### src/hw/rtl/pvp_pkg.sv
`timescale 1ns / 1ps
package pvp_pkg;

    localparam int PVP_FRAC_BITS    = 16;
    localparam int PVP_SCREEN_WIDTH = 16;

    // divider geometry: |x*scale| < 2^63, |distance - z| < 2^34
    localparam int PVP_NUM_W = 63;
    localparam int PVP_DEN_W = 34;
    localparam int PVP_REM_W = PVP_DEN_W + 1;
    localparam int PVP_ACC_W = PVP_REM_W + PVP_NUM_W;

    typedef enum logic [1:0] {
        ST_OK   = 2'd0,
        ST_SAT  = 2'd1,
        ST_ZERO = 2'd2
    } t_status;

    typedef enum logic [2:0] {
        CFG_OFFSET_X  = 3'd0,
        CFG_OFFSET_Y  = 3'd1,
        CFG_OFFSET_Z  = 3'd2,
        CFG_SCALE     = 3'd3,
        CFG_DISTANCE  = 3'd4,
        CFG_CANVAS_W  = 3'd5,
        CFG_CANVAS_H  = 3'd6
    } t_cfg_idx;

    typedef struct packed {
        logic signed [31:0] vertex_x;
        logic signed [31:0] vertex_y;
        logic signed [31:0] vertex_z;
        logic               last_vertex;
    } t_vertex;

    typedef struct packed {
        logic signed [15:0] screen_x;
        logic signed [15:0] screen_y;
        t_status            status;
        logic               last_out;
    } t_proj;

    typedef struct packed {
        logic signed [31:0] offset_x;
        logic signed [31:0] offset_y;
        logic signed [31:0] offset_z;
        logic signed [31:0] scale_factor;
        logic signed [31:0] view_distance;
        logic [12:0]        canvas_width;
        logic [12:0]        canvas_height;
    } t_cfg;

    // item in flight through the divider row
    typedef struct packed {
        logic [PVP_ACC_W-1:0] acc_x;
        logic [PVP_ACC_W-1:0] acc_y;
        logic [PVP_DEN_W-1:0] den_mag;
        logic                 neg_x;
        logic                 neg_y;
        logic                 zero;
        logic                 last;
    } t_div;

    // one restoring step: remainder in the upper bits, quotient fills the lower
    function automatic logic [PVP_ACC_W-1:0] pvp_div_step(
        input logic [PVP_ACC_W-1:0] acc,
        input logic [PVP_DEN_W-1:0] den
    );
        logic [PVP_ACC_W-1:0] sh;
        logic [PVP_REM_W-1:0] hi;
        logic [PVP_REM_W-1:0] dz;
        sh = {acc[PVP_ACC_W-2:0], 1'b0};
        hi = sh[PVP_ACC_W-1:PVP_NUM_W];
        dz = {1'b0, den};
        if (hi >= dz) begin
            sh[PVP_ACC_W-1:PVP_NUM_W] = hi - dz;
            sh[0] = 1'b1;
        end
        return sh;
    endfunction

endpackage

### src/hw/rtl/pvp_div_cell.sv
`timescale 1ns / 1ps
module pvp_div_cell import pvp_pkg::*; (
    input  logic i_clk,
    input  logic i_rst_n,
    input  logic i_en,
    input  logic i_valid,
    input  t_div i_data,
    output logic o_valid,
    output t_div o_data
);
    logic r_valid;
    t_div r_data;
    t_div n_data;

    always_ff @(posedge i_clk) begin
        if (!i_rst_n) begin
            r_valid <= 1'b0;
        end else if (i_en) begin
            r_valid <= i_valid;
        end
    end

    // one quotient bit per axis, divisor and flags ride along
    always_comb begin
        n_data       = i_data;
        n_data.acc_x = pvp_div_step(i_data.acc_x, i_data.den_mag);
        n_data.acc_y = pvp_div_step(i_data.acc_y, i_data.den_mag);
    end

    always_ff @(posedge i_clk) begin
        if (i_en) begin
            r_data <= n_data;
        end
    end

    assign o_valid = r_valid;
    assign o_data  = r_data;
endmodule

### config.mk
export PLATFORM = sky130hd
export DESIGN_NAME = pvp_div_cell
export DESIGN_NICKNAME = d
export VERILOG_FILES = /design/src/hw/rtl/pvp_pkg.sv /design/src/hw/rtl/pvp_div_cell.sv
export SDC_FILE = /design/constraint.sdc
export NUM_CORES = 1
export LEC_CHECK = 0
export ABC_AREA = 0
export BUFFER_PORTS_ARGS = -buffer_cell sky130_fd_sc_hd__buf_2
export CORE_AREA = 2 2 185 187
export CTS_BUF_LIST = sky130_fd_sc_hd__clkbuf_16
export CTS_CLUSTER_DIAMETER = 200
export DETAILED_ROUTE_END_ITERATION = 10
export DIE_AREA = 0 0 187 189
export GPL_TIMING_DRIVEN = 0
export SYNTH_ARGS = -nofsm -noshare
export SYNTH_HDL_FRONTEND = slang
export SYNTH_SLANG_ARGS = --single-unit
export TNS_END_PERCENT = 10
### constraint.sdc
create_clock -name i_clk -period 6.1 [get_ports i_clk]
set_clock_uncertainty 0.05 [all_clocks]
set_input_delay 1.83 -clock i_clk [delete_from_list [all_inputs] [get_ports i_clk]]
set_output_delay 1.83 -clock i_clk [all_outputs]
set_load 0.05 [all_outputs]
==> run metrics <==
outcome=completed; Post-synth EDFFs=~230; root buffer cell=clkbuf_16; initial antenna violation count=3; synthesized area=approximately 11000 um2; Multi-input gate area=4100 um2; final worst path period share=between 80% and 90%; H-tree level count=1; DP Area=14400 um2; Hold WC Path Type=register to register; pwr/cell area=337 nW/um2; switching power=roughly 1.8 mW; deepest clock path buffer count=3; Residual DRC=0; min Tclk post-route=roughly 5300 ps; Reg area=a little over 7000 um2; clock tree from TritonCTS=yes; fin. max-slew vios=0; die area=~35000 um2; GRT Total Usage=approximately a fifth; max-cap violations=0; Setup crit end kind=register; final net count=1707; grt ovf=0; Via Count=between 9000 and 10000; Rows=67; Design Area, Final=15400 um2; sequential area share after synthesis=between 60% and 70%; final WL=38800 um; Gate power share=around 28%; async set-or-reset flop fraction in the synthesized netlist=0%; post-CTS setup buffer count=0; Post-Synthesis Cells=between 800 and 900; Worst Tran Pin Value=roughly 990 ps; largest net degree at the start of global routing=roughly 130; Leak=roughly 6.7 nW; Synth cell types=64; CP Launch Type=input pin; met2 wire length=19900 um; tightest hold margin=between 500 and 600 ps; wl on met1=about 15000 um; Placer Congestion=roughly 0.89; remaining antenna violation count after routing=0; I/O pins=between 400 and 500; DR iter-0 viols=~570; Setup violations, final=0; CP cell instances=buf_2 > inv_1 > ha_1 > clkbuf_1 > nand2_1 > a2111oi_0 > o21ai_1 > o21ai_1 > a21oi_1 > o211ai_1 > clkbuf_1 > buf_2 > a21oi_1; Int Power=approximately 3.4 mW; Sw Share=approximately a third; fmax=about 190 MHz; Starting Density=around a third; layout cells sized above 1=39.0%; dpl hpwl=roughly 31000 um; Syn Nets=1206; first-pass GRT wire length=between 50000 and 60000 um; TritonCTS Buffers=28; Hold Buf Count CTS=0; Yosys reg bits=235; Largest stage delay, worst path=~650 ps; Top Metal Used=met5; TritonRoute pass-1 iters=5; CTS resizes=0; Crit path buffers/inverters=5; IO Port Bufs=between 400 and 500; DIE HEIGHT=between 150 and 200 um; number of synthesis warnings=0; Hold Vio Cnt, Final=0; Wirelength per Cell=20.8 um; latest clock arrival within the worst-skew pair=between 500 and 600 ps; critical path required time=6330 ps; Slew headroom=33.4%; Worst Path Class, Setup=input pin to register; vias in the first global route=8882; Synth-to-Final Area Change=33.9%; Reg power frac=between 30% and 40%; Peak VDD IR=about 0.23 mV; core area=33300 um2; Crit path arrival time=roughly 5600 ps; Worst-path clk slew=roughly 60 ps; syn avg cell area=~13 um2; Main synth FF type=edfxtp_1; clk sinks=approximately 240; DIE WIDTH=around 190 um; Via density=just under 5; Filler cells=between 3000 and 4000; worst-path fanout max=10; Critical-path top delay cell=clkbuf_1; Met3 Wirelength=~2200 um; CP top delay family=compound AO/OA/AOI/OAI gates; part of the power in the clock network=~33%; RSZ-0062 raised after global routing=no
area by class of cell:
class / instances / share of cell area, %
multi-input combinational: 584 / 26.7
tap: 448 / 3.64
antenna: 1 / 0.0163
sequential: 235 / 45.8
timing repair buffer: 471 / 15.5
clock buffer: 29 / 4.72
buffer: 25 / 0.854
inverter: 54 / 1.32
clock inverter: 21 / 1.41
cells by family (layout without fill, tap and decap cells):
| family | count (synthesis) | count (layout) | synth area share, % |
|---|---|---|---|
| AOI/OAI and AO/OA | 239 | 239 | 12.8 |
| xor gates and xnor gates | 64 | 64 | 4.88 |
| adders and majority gates | 70 | 70 | 7.76 |
| buffers and inverters | 79 | 600 | 2.91 |
| DFF | 235 | 235 | 61.4 |
| muxes | 24 | 24 | 2.57 |
| other | 0 | 1 | 0 |
| and+or+nand+nor | 187 | 187 | 7.68 |
synth_stat cells (all sizes together) (3+ instances only):
library cell  number  share of area [%]
a2111oi            3               0.23
a211oi             6               0.39
a21o              25                1.6
a21oi            103                4.5
a31o               3               0.23
a31oi             12               0.65
and2               4               0.24
and3               7               0.38
and4               3               0.23
buf                8               0.59
clkbuf            17               0.56
edfxtp           234                 61
ha                68                7.4
inv               54                1.8
mux2              23                2.5
nand2             39                1.3
nand2b             4               0.22
nand3             22               0.96
nand4              8               0.44
nor2              74                2.4
nor2b              4               0.22
nor3               5               0.22
nor4               4               0.22
o211ai             7               0.46
o21a               3               0.20
o21ai             40                1.7
o21bai            12               0.78
o22ai              4               0.22
or3                4               0.22
or4                3               0.23
xnor2             45                3.4
xor2              19                1.4
routing by layer:
metal | global-route usage, % | vias to the layer above
met3 | 4.00 | 70
met2 | 38.2 | 331
li1 | - | 4403
met1 | 24.7 | 4323
met4 | 7.02 | 2
met5 | 0 | -
worst min-delay path: stages, from the launching register on:
cell     delay (ps)
dfxtp_1         320
mux2i_1         120
nor2b_1          60
cell usage in the layout (no fill, tap or decap), types with 3 or more instances in the layout:
master	n
nor2b_1	4
clkinvlp_4	3
xor2_1	19
edfxtp_1	234
and3_1	7
mux2_4	7
clkbuf_16	29
clkinv_2	5
mux2_2	16
nor2_1	74
nor3_1	5
o21a_1	3
xnor2_1	45
buf_6	3
o21bai_1	12
a21o_1	25
o21ai_0	38
a21oi_1	102
clkinv_1	4
buf_2	472
and4_1	3
o22ai_1	4
nor4_1	4
and2_1	3
clkbuf_1	17
nand4_1	8
inv_1	56
bufinv_16	4
nand2_1	39
or3_1	4
nand2b_1	4
nand3_1	22
o211ai_1	7
ha_1	68
a211oi_1	6
a31oi_1	12
a2111oi_0	3
power by group through the flow:
| stage | registers, mW | clock network (mW) | logic (mW) |
|---|---|---|---|
| after global placement | 2.06 | 0 | 1.45 |
| after global routing | 2.03 | 1.82 | 1.53 |
| after detailed placement | 2.05 | 0 | 1.45 |
| after CTS | 2.02 | 1.76 | 1.46 |
| final | 2.02 | 1.71 | 1.45 |
| after floorplan | 2.65 | 0 | 0.432 |
final timing paths:
check / slack (ps) / to / depth (start not counted) / start
worst max-delay path: 780 / o_data[116]$_DFFE_PP_ / 13 / i_data[10]
worst min-delay path: 500 / o_valid$_SDFFE_PN0P_ / 2 / o_valid$_SDFFE_PN0P_
worst max register to register: 5430 / o_valid$_SDFFE_PN0P_ / 2 / o_valid$_SDFFE_PN0P_
worst min register to register: 500 / o_valid$_SDFFE_PN0P_ / 2 / o_valid$_SDFFE_PN0P_
registers in the layout, summed over array words and instances (netlist names):
register  count
o_valid       1
o_data      234
per-stage QoR:
stage / power [mW] / util, % / setup slack, ps / setup TNS (ps) / std cells
CTS: 5.24 / 46.2 / 746 / 0 / 1867
global placement: 3.51 / 43.3 / -265 / -37180 / 1816
floorplan: 3.08 / - / 1330 / 0 / 898
detailed placement: 3.50 / 43.4 / 191 / 0 / 1817
global route: 5.38 / 46.2 / 499 / 0 / 1868
finish: 5.18 / 46.2 / 775 / 0 / 1868
Note: power is estimated with default switching activity, not from simulation.
