===== config.mk =====
export PLATFORM = sky130hd
export DESIGN_NAME = pvp_post
export DESIGN_NICKNAME = d
export VERILOG_FILES = /design/src/hw/rtl/pvp_pkg.sv /design/src/hw/rtl/pvp_post.sv
export SDC_FILE = /design/constraint.sdc
export NUM_CORES = 1
export LEC_CHECK = 0
export BUFFER_PORTS_ARGS = -buffer_cell sky130_fd_sc_hd__buf_2
export CAP_MARGIN = 20
export CORE_UTILIZATION = 30
export CTS_BUF_LIST = sky130_fd_sc_hd__clkbuf_16
export DETAILED_ROUTE_END_ITERATION = 7
export GPL_ROUTABILITY_DRIVEN = 0
export GPL_TIMING_DRIVEN = 1
export SLEW_MARGIN = 10
export SYNTH_ARGS = -nofsm -noshare
export SYNTH_HDL_FRONTEND = slang
export SYNTH_SLANG_ARGS = --single-unit

===== constraint.sdc =====
create_clock -name i_clk -period 15.6 [get_ports i_clk]
set_clock_uncertainty 0.2 [all_clocks]
set_input_delay 0.78 -clock i_clk [delete_from_list [all_inputs] [get_ports i_clk]]
set_output_delay 0.78 -clock i_clk [all_outputs]
set_load 0.01 [all_outputs]

===== src/hw/rtl/pvp_pkg.sv =====
`timescale 1ns / 1ps
package pvp_pkg;

    localparam int PVP_FRAC_BITS    = 16;
    localparam int PVP_SCREEN_WIDTH = 16;

    // divider geometry: |x*scale| < 2^63, |distance - z| < 2^34
    localparam int PVP_NUM_W = 63;
    localparam int PVP_DEN_W = 34;
    localparam int PVP_REM_W = PVP_DEN_W + 1;
    localparam int PVP_ACC_W = PVP_REM_W + PVP_NUM_W;

    typedef enum logic [1:0] {
        ST_OK   = 2'd0,
        ST_SAT  = 2'd1,
        ST_ZERO = 2'd2
    } t_status;

    typedef enum logic [2:0] {
        CFG_OFFSET_X  = 3'd0,
        CFG_OFFSET_Y  = 3'd1,
        CFG_OFFSET_Z  = 3'd2,
        CFG_SCALE     = 3'd3,
        CFG_DISTANCE  = 3'd4,
        CFG_CANVAS_W  = 3'd5,
        CFG_CANVAS_H  = 3'd6
    } t_cfg_idx;

    typedef struct packed {
        logic signed [31:0] vertex_x;
        logic signed [31:0] vertex_y;
        logic signed [31:0] vertex_z;
        logic               last_vertex;
    } t_vertex;

    typedef struct packed {
        logic signed [15:0] screen_x;
        logic signed [15:0] screen_y;
        t_status            status;
        logic               last_out;
    } t_proj;

    typedef struct packed {
        logic signed [31:0] offset_x;
        logic signed [31:0] offset_y;
        logic signed [31:0] offset_z;
        logic signed [31:0] scale_factor;
        logic signed [31:0] view_distance;
        logic [12:0]        canvas_width;
        logic [12:0]        canvas_height;
    } t_cfg;

    // item in flight through the divider row
    typedef struct packed {
        logic [PVP_ACC_W-1:0] acc_x;
        logic [PVP_ACC_W-1:0] acc_y;
        logic [PVP_DEN_W-1:0] den_mag;
        logic                 neg_x;
        logic                 neg_y;
        logic                 zero;
        logic                 last;
    } t_div;

    // one restoring step: remainder in the upper bits, quotient fills the lower
    function automatic logic [PVP_ACC_W-1:0] pvp_div_step(
        input logic [PVP_ACC_W-1:0] acc,
        input logic [PVP_DEN_W-1:0] den
    );
        logic [PVP_ACC_W-1:0] sh;
        logic [PVP_REM_W-1:0] hi;
        logic [PVP_REM_W-1:0] dz;
        sh = {acc[PVP_ACC_W-2:0], 1'b0};
        hi = sh[PVP_ACC_W-1:PVP_NUM_W];
        dz = {1'b0, den};
        if (hi >= dz) begin
            sh[PVP_ACC_W-1:PVP_NUM_W] = hi - dz;
            sh[0] = 1'b1;
        end
        return sh;
    endfunction

endpackage


===== src/hw/rtl/pvp_post.sv =====
`timescale 1ns / 1ps
module pvp_post import pvp_pkg::*; #(
    parameter int FRAC_BITS    = PVP_FRAC_BITS,
    parameter int SCREEN_WIDTH = PVP_SCREEN_WIDTH
) (
    input  logic  i_clk,
    input  logic  i_rst_n,
    input  logic  i_en,
    input  logic  i_valid,
    input  t_div  i_data,
    input  t_cfg  i_cfg,
    output logic  o_valid,
    output t_proj o_data
);
    localparam int SUM_W = 66;
    localparam int PIX_W = SUM_W - FRAC_BITS;
    localparam logic signed [PIX_W-1:0] LIM_HI =
        PIX_W'((64'sd1 <<< (SCREEN_WIDTH - 1)) - 64'sd1);
    localparam logic signed [PIX_W-1:0] LIM_LO = -LIM_HI - PIX_W'(1);
    localparam logic [SUM_W-1:0] ROUND_UP = SUM_W'((66'd1 << FRAC_BITS) - 66'd1);

    logic                    r_valid_1, r_valid_2;
    logic signed [SUM_W-1:0] r_sx, r_sy;
    logic                    r_zero, r_last;
    t_proj                   r_out;
    logic signed [SUM_W-1:0] w_sx, w_sy;
    logic [PIX_W-1:0]        w_rx, w_ry;
    logic                    w_satx, w_saty;

    function automatic logic signed [SUM_W-1:0] f_place(
        input logic [PVP_NUM_W-1:0] q,
        input logic                 neg,
        input logic signed [31:0]   offs,
        input logic [12:0]          size
    );
        logic signed [SUM_W-1:0] t;
        logic signed [SUM_W-1:0] h;
        t = neg ? -$signed(SUM_W'(q)) : $signed(SUM_W'(q));
        h = $signed(SUM_W'(size[12:1])) <<< FRAC_BITS;
        return t + SUM_W'(offs) + h;
    endfunction

    // truncate toward zero then clamp to the screen range
    function automatic logic [PIX_W:0] f_pix(input logic signed [SUM_W-1:0] s);
        logic signed [SUM_W-1:0] a;
        logic signed [PIX_W-1:0] r;
        a = s[SUM_W-1] ? (s + $signed(ROUND_UP)) : s;
        r = a[SUM_W-1:FRAC_BITS];
        if (r > LIM_HI) begin
            return {1'b1, LIM_HI};
        end else if (r < LIM_LO) begin
            return {1'b1, LIM_LO};
        end
        return {1'b0, r};
    endfunction

    assign w_sx = f_place(i_data.acc_x[PVP_NUM_W-1:0], i_data.neg_x,
                          i_cfg.offset_x, i_cfg.canvas_width);
    assign w_sy = f_place(i_data.acc_y[PVP_NUM_W-1:0], i_data.neg_y,
                          i_cfg.offset_y, i_cfg.canvas_height);
    assign {w_satx, w_rx} = f_pix(r_sx);
    assign {w_saty, w_ry} = f_pix(r_sy);

    always_ff @(posedge i_clk) begin
        if (!i_rst_n) begin
            r_valid_1 <= 1'b0;
            r_valid_2 <= 1'b0;
        end else if (i_en) begin
            r_valid_1 <= i_valid;
            r_valid_2 <= r_valid_1;
        end
    end

    always_ff @(posedge i_clk) begin
        if (i_en) begin
            r_sx   <= w_sx;
            r_sy   <= w_sy;
            r_zero <= i_data.zero;
            r_last <= i_data.last;
            r_out.last_out <= r_last;
            if (r_zero) begin
                r_out.screen_x <= '0;
                r_out.screen_y <= '0;
                r_out.status   <= ST_ZERO;
            end else begin
                r_out.screen_x <= w_rx[15:0];
                r_out.screen_y <= w_ry[15:0];
                r_out.status   <= (w_satx || w_saty) ? ST_SAT : ST_OK;
            end
        end
    end

    assign o_valid = r_valid_2;
    assign o_data  = r_out;
endmodule


==> impl_metrics.env, run 1 <==
export IMPL_synthDistinctLibCells=91
export IMPL_synth_edf_count=169
export IMPL_synth_avg_cell_area_um2=9.174
export IMPL_chipHeight_um=257.0
export IMPL_cts_resized=0
export IMPL_hold_viol_final=0
export IMPL_fin_util_pct=34.62
export IMPL_ioPinCount=460
export IMPL_syn_to_final_growth_pct=14.16
export IMPL_slew_headroom_pct=28.85
export IMPL_cts_tree="done"
export IMPL_clock_root_buffer="clkbuf_16"
export IMPL_crit_family="compound AO/OA/AOI/OAI gates"
export IMPL_setup_slack_ns=8.673
export IMPL_slew_violations=0
export IMPL_diodes=0
export IMPL_cts_buffers=17
export IMPL_synth_commonest_cells="236 x ha_1, 228 x xnor2_1, 169 x edfxtp_1"
export IMPL_ctsHoldBuffers=0
export IMPL_regToRegSetupSlack_ns=10.88
export IMPL_grt_pass1_wl_mm=86.85
export IMPL_place_ws_ns=8.236
export IMPL_clkTransAtPathRegs_ns=0.07
export IMPL_fmax_ghz=0.1444
export IMPL_crit_chain="buf_2 -> or4_4 -> nor4_1 -> nand4_1 -> o41ai_1 -> xnor2_1 -> fa_1 -> ha_1 -> a21o_1 -> a31oi_1 -> o21ai_0 -> o2111ai_1 -> and3_1 -> a22o_1 -> o31ai_1 -> a211oi_1 -> o21bai_1 -> a2111oi_0 -> xnor2_1"
export IMPL_cp_depth=19
export IMPL_min_path_type="reg -> reg"
export IMPL_place_area_mm2=0.02160
export IMPL_cellPowerDensity_mw_per_mm2=103.1
export IMPL_overflow=0
export IMPL_power_total_mw=2.297
export IMPL_async_flop_share_pct=0
export IMPL_ys_flop_type="edfxtp_1"
export IMPL_setup_viol=0
export IMPL_post_cts_buffers=0
export IMPL_outcome="completed"
export IMPL_die_w_um=257.0
export IMPL_initial_core_util_pct=30.32
export IMPL_worstPathRequired_ns=15.60
export IMPL_fill_cells=6596
export IMPL_synth_area_top_cells="edfxtp_1 26%, ha_1 15%, xnor2_1 10%, a21oi_1 3.5%, xor2_1 3.4%"
export IMPL_netlist_instances=2127
export IMPL_grtUsageTotal_pct=16.33
export IMPL_critPathSlowestCell="a211oi_1"
export IMPL_yosysWarnings=0
export IMPL_arrival_ns=6.93
export IMPL_drtIter0Drc=980
export IMPL_period_needed_ns=6.927
export IMPL_core_area_mm2=0.06435
export IMPL_regArea_mm2=0.005115
export IMPL_reg2reg_to="o_data[6]"
export IMPL_multi_input_area_mm2=0.01393
export IMPL_design_area_mm2=0.02228
export IMPL_routedWlPerCell_um=17.08
export IMPL_cp_slowest_stage_delay_ns=0.74
export IMPL_nets=3024
export IMPL_die_area_mm2=0.06606
export IMPL_first_pass_iters=7
export IMPL_insertion_delay_ns=0.48
export IMPL_drc=0
export IMPL_yosysMostFrequentCell="ha_1"
export IMPL_wirelength_mm=54.77
export IMPL_ir_drop_v=0.00006728
export IMPL_path_buf_inv=1
export IMPL_fp_row_count=93
export IMPL_syn_area_mm2=0.01951
export IMPL_crit_path_start_kind="input port"
export IMPL_seq_area_frac_synth_pct=26.21
export IMPL_hpwl_mm=45.64
export IMPL_ys_seq_elements=171
export IMPL_synth_top_area_share_pct=26.01
export IMPL_syn_nets=2813
export IMPL_rr_worst_depth=10
export IMPL_worstSetupStartpoint="i_data[143]"
export IMPL_rsz0062_at_grt="false"
export IMPL_port_buffers=257
export IMPL_yosysTopAreaCell="edfxtp_1"
export IMPL_grt_max_degree=88
export IMPL_fin_crit_sh_pct=44.40
export IMPL_clock_sinks=171
export IMPL_crit_type="in -> reg"
export IMPL_worstMarginPinSlew_ns=1.067
export IMPL_path_common_cell="xnor2_1"
export IMPL_viasPerCell=5.379
export IMPL_ant_nets=0
export IMPL_max_cap_viol_count=0
export IMPL_grt_pass1_vias=16470
export IMPL_antenna_found_initial=0
export IMPL_finalSetupTns_ns=0
export IMPL_htreeDepth=4
export IMPL_crit_end="r_sx[62]"
export IMPL_timing_rr_start="r_sy[33]"
export IMPL_endpoint_kind="flip-flop"
export IMPL_path_max_fanout=8
export IMPL_p_leak_nw=9.082
export IMPL_drive_gt1_share_pct=15.10
export IMPL_cts_buffer_depth=2
export IMPL_via_count=17250
## cells by family after synthesis
| logic type | after synthesis | synth area share, % |
|---|---|---|
| and+or+nand+nor | 658 | 18.66 |
| muxes | 6 | 0.3142 |
| xor gates and xnor gates | 306 | 13.81 |
| buffers and inverters | 115 | 2.385 |
| AOI/OAI and AO/OA | 609 | 20.81 |
| adders and majority gates | 262 | 17.80 |
| DFF | 171 | 26.21 |
## where the power goes
| part | switching, mW | total (mW) | internal (mW) |
|---|---|---|---|
| registers | 0.104 | 0.783 | 0.679 |
| clock network | 0.193 | 0.464 | 0.271 |
| logic | 0.605 | 1.05 | 0.445 |
| total | 0.902 | 2.30 | 1.40 |
## per-layer routing
layer | vias to the layer above | routed length (µm) | track usage (%)
met3 | 73 | 2610 | 2.866
met1 | 8189 | 25350 | 21.46
li1 | 8514 | - | -
met2 | 470 | 25410 | 26.83
met4 | 0 | 1402 | 5.605
met5 | - | 0 | 0
## state kept, by name, indices dropped and copies added (netlist names)
| name | count |
|---|---|
| o_data | 35 |
| o_valid | 1 |
| r_last | 1 |
| r_sx | 66 |
| r_sy | 66 |
| r_valid_1 | 1 |
| r_zero | 1 |
## area by class of cell
type                    instances  area share [%]
flip-flops and latches        171           22.96
repair buffers                262           6.083
well taps                     855           4.803
clock buffers                  17           1.910
clock inverters                15          0.9380
multi-input cells            1841           62.55
inverters                      45          0.7583
## per-stage QoR
step	std cells	hold slack, ns
after global placement	3172	0.2056
after detailed placement	3172	0.2106
final	3206	0.2232
after global routing	3206	0.2421
after CTS	3204	0.2269
after floorplan	2127	0.2003
## cell usage in the layout (no fill, tap or decap), types with 31 or more instances in the layout
master    synthesis  routed
o31ai_1          41      41
buf_2             3     256
a21oi_1         135     135
a21o_1           80      80
xor2_1           76      76
nand4_1          55      55
nand2_1         146     146
edfxtp_1        169     169
nor3_1           32      32
inv_1            45      46
o21a_1           35      35
ha_1            236     236
nand3_1          67      67
o21ai_0         131     131
and3_1           31      31
xnor2_1         228     228
nor2_1          116     116
## worst min path at each step
stage                start        end  slack [ns]  depth (start not counted)
floorplan           r_last  o_data[0]        0.20                          0
global placement    r_last  o_data[0]        0.21                          0
detailed placement  r_last  o_data[0]        0.21                          0
finish              r_last  o_data[0]        0.22                          0
CTS                 r_last  o_data[0]        0.23                          0
global route        r_last  o_data[0]        0.24                          0
Power figures use the tool's default switching activity.
==> inputs of run 2 (changes only) <==
==> constraint.sdc (replaced) <==
create_clock -name i_clk -period 6.8 [get_ports i_clk]
set_clock_uncertainty 0.2 [all_clocks]
set_input_delay 0.34 -clock i_clk [delete_from_list [all_inputs] [get_ports i_clk]]
set_output_delay 0.34 -clock i_clk [all_outputs]
set_load 0.01 [all_outputs]
==> run 2 against run 1 <==
  * Core utilization grew 0.22 points
  * Largest cell class unchanged
  * Cell area grew 0.63%
  * Global-route usage grew 0.081 points
  * Register-to-register slack lost 8.8 ns
  * Hold slack lost 0.11 ns
  * Die area is the same
  * Sequential share of layout area shrank 0.14 points
==> impl_metrics.env, run 2 (synthesis gave the netlist of run 1 again) <==
export IMPL_cts_buffers=17
export IMPL_cts_tree="done"
export IMPL_clock_root_buffer="clkbuf_16"
export IMPL_ioPinCount=460
export IMPL_endpoint_kind="flip-flop"
export IMPL_htreeDepth=4
export IMPL_antenna_found_initial=0
export IMPL_path_max_fanout=6
export IMPL_drtIter0Drc=1161
export IMPL_swShare_pct=40.03
export IMPL_core_area_mm2=0.06435
export IMPL_hpwl_mm=45.96
export IMPL_p_comb_share_pct=46.4
export IMPL_sequentialPowerShare_pct=34.2
export IMPL_insertion_delay_ns=0.48
export IMPL_grtUsageTotal_pct=16.42
export IMPL_clkTransAtPathRegs_ns=0.07
export IMPL_overflow=0
export IMPL_grt_pass1_vias=16500
export IMPL_grt_pass1_wl_mm=87.35
export IMPL_initial_core_util_pct=30.32
export IMPL_layout_commonest_cell="buf_2"
export IMPL_power_share_clock_pct=19.4
export IMPL_slew_headroom_pct=28.11
export IMPL_fill_cells=6592
export IMPL_cts_buffer_depth=2
export IMPL_worstMarginPinSlew_ns=1.078
export IMPL_slew_violations=0
export IMPL_nets=3047
export IMPL_cp_slowest_stage_delay_ns=0.53
export IMPL_crit_path_start_kind="input port"
export IMPL_crit_type="in -> reg"
export IMPL_drc=0
export IMPL_fmax_ghz=0.1616
export IMPL_syn_to_final_growth_pct=14.88
export IMPL_drive_gt1_share_pct=15.63
export IMPL_viasPerCell=5.358
export IMPL_max_cap_viol_count=0
export IMPL_crit_chain="buf_2 -> inv_1 -> ha_1 -> nand2_1 -> or3_1 -> or3_4 -> or4_4 -> o31ai_1 -> xnor2_1 -> fa_1 -> ha_1 -> nand2_1 -> nor2_1 -> nand4_1 -> o21ai_0 -> nand4_1 -> a2111o_1 -> a31oi_1 -> a221o_1 -> a31oi_1 -> o31ai_1 -> xor2_1"
export IMPL_outcome="completed"
export IMPL_clock_sinks=171
export IMPL_period_needed_ns=6.188
export IMPL_p_leak_nw=9.142
export IMPL_chipHeight_um=257.0
export IMPL_design_area_mm2=0.02242
export IMPL_hold_viol_final=0
export IMPL_arrival_ns=6.20
export IMPL_via_count=17300
export IMPL_routedWlPerCell_um=17.04
export IMPL_finalSetupTns_ns=0
export IMPL_ir_drop_v=0.0001845
export IMPL_ant_nets=0
export IMPL_critPathSlowestCell="or4_4"
export IMPL_diodes=0
export IMPL_first_pass_iters=7
export IMPL_p_sw_mw=2.104
export IMPL_wirelength_mm=55.03
export IMPL_fin_crit_sh_pct=90.99
export IMPL_place_area_mm2=0.02173
export IMPL_cellPowerDensity_mw_per_mm2=234.5
export IMPL_grt_max_degree=105
export IMPL_cts_resized=0
export IMPL_rsz0062_at_grt="false"
export IMPL_port_buffers=257
export IMPL_setup_viol=0
export IMPL_min_path_type="in -> reg"
export IMPL_die_w_um=257.0
export IMPL_fp_row_count=93
export IMPL_fin_hold_ws_ns=0.1094
export IMPL_die_area_mm2=0.06606
export IMPL_final_cell_mix="256 x buf_2, 236 x ha_1, 228 x xnor2_1"
export IMPL_p_int_mw=3.152
export IMPL_worstPathRequired_ns=6.82
run 2: changes by cell type in the layout (fill, tap and decap cells not counted), sizes merged:
cell | previous run | this run
buf | 261 | 277
bufinv | 4 | 2
clkinv | 2 | 3
clkinvlp | 1 | 2
dlygate4sd3 | 0 | 8
dlymetal6s2s | 1 | 0
run 2: worst paths after layout:
kind | start | slack, ns | to | depth (start not counted)
setup reg to reg | r_sy[8] | 2.12 | o_data[4] | 11
hold / removal | i_cfg[155] | 0.11 | r_sx[1] | 3
setup / recovery | i_data[38] | 0.61 | r_sy[64] | 22
hold reg to reg | r_last | 0.22 | o_data[0] | 0
run 2: what timing repair did:
action	4_1_cts	5_1_grt
hold buffers	8	0
hold endpoints to repair	6	0
setup buffers	0	0
run 2: metrics by stage:
| stage | worst slack [ns] | instances | power [mW] | utilization, % |
|---|---|---|---|---|
| 2_1_floorplan | 0.9288 | 2127 | 3.493 | - |
| 3_3_place_gp | 0.2800 | 3189 | 4.189 | 33.77 |
| 3_5_place_dp | 0.1408 | 3189 | 4.223 | 33.77 |
| 4_1_cts | 0.6841 | 3229 | 5.293 | 34.83 |
| 5_1_grt | 0.2529 | 3229 | 5.635 | 34.83 |
| 6_report | 0.6124 | 3229 | 5.257 | 34.83 |
run 2: per-layer routing:
layer	wire length [µm]	global-route usage (%)	vias to the layer above
met5	0	0	-
met1	25400	21.60	8173
li1	-	-	8554
met2	25730	27.22	499
met4	1444	5.870	0
met3	2450	2.354	75
run 2: power groups by stage:
stage / combinational (mW) / sequential, mW / clock [mW]
after floorplan: 1.75 / 1.74 / 0
after global placement: 2.38 / 1.81 / 0
after detailed placement: 2.41 / 1.81 / 0
after CTS: 2.43 / 1.79 / 1.07
after global routing: 2.70 / 1.84 / 1.10
final: 2.44 / 1.80 / 1.02
run 2: area by class of cell:
cell class / count / area [µm²] / area share (%)
multi-input cells: 1841 / 13930 / 62.15
flip-flops and latches: 171 / 5115 / 22.82
repair buffers: 285 / 1523 / 6.793
well taps: 855 / 1070 / 4.773
clock buffers: 17 / 425.4 / 1.898
clock inverters: 15 / 181.4 / 0.8094
inverters: 45 / 168.9 / 0.7536
run 2: worst max-delay path: cells and delay by family:
family	cells	cell delay, ns
and+or+nand+nor	8	2.11
buffers and inverters	2	0.20
adders and majority gates	3	1.02
xor gates and xnor gates	2	0.41
AOI/OAI and AO/OA	7	2.13
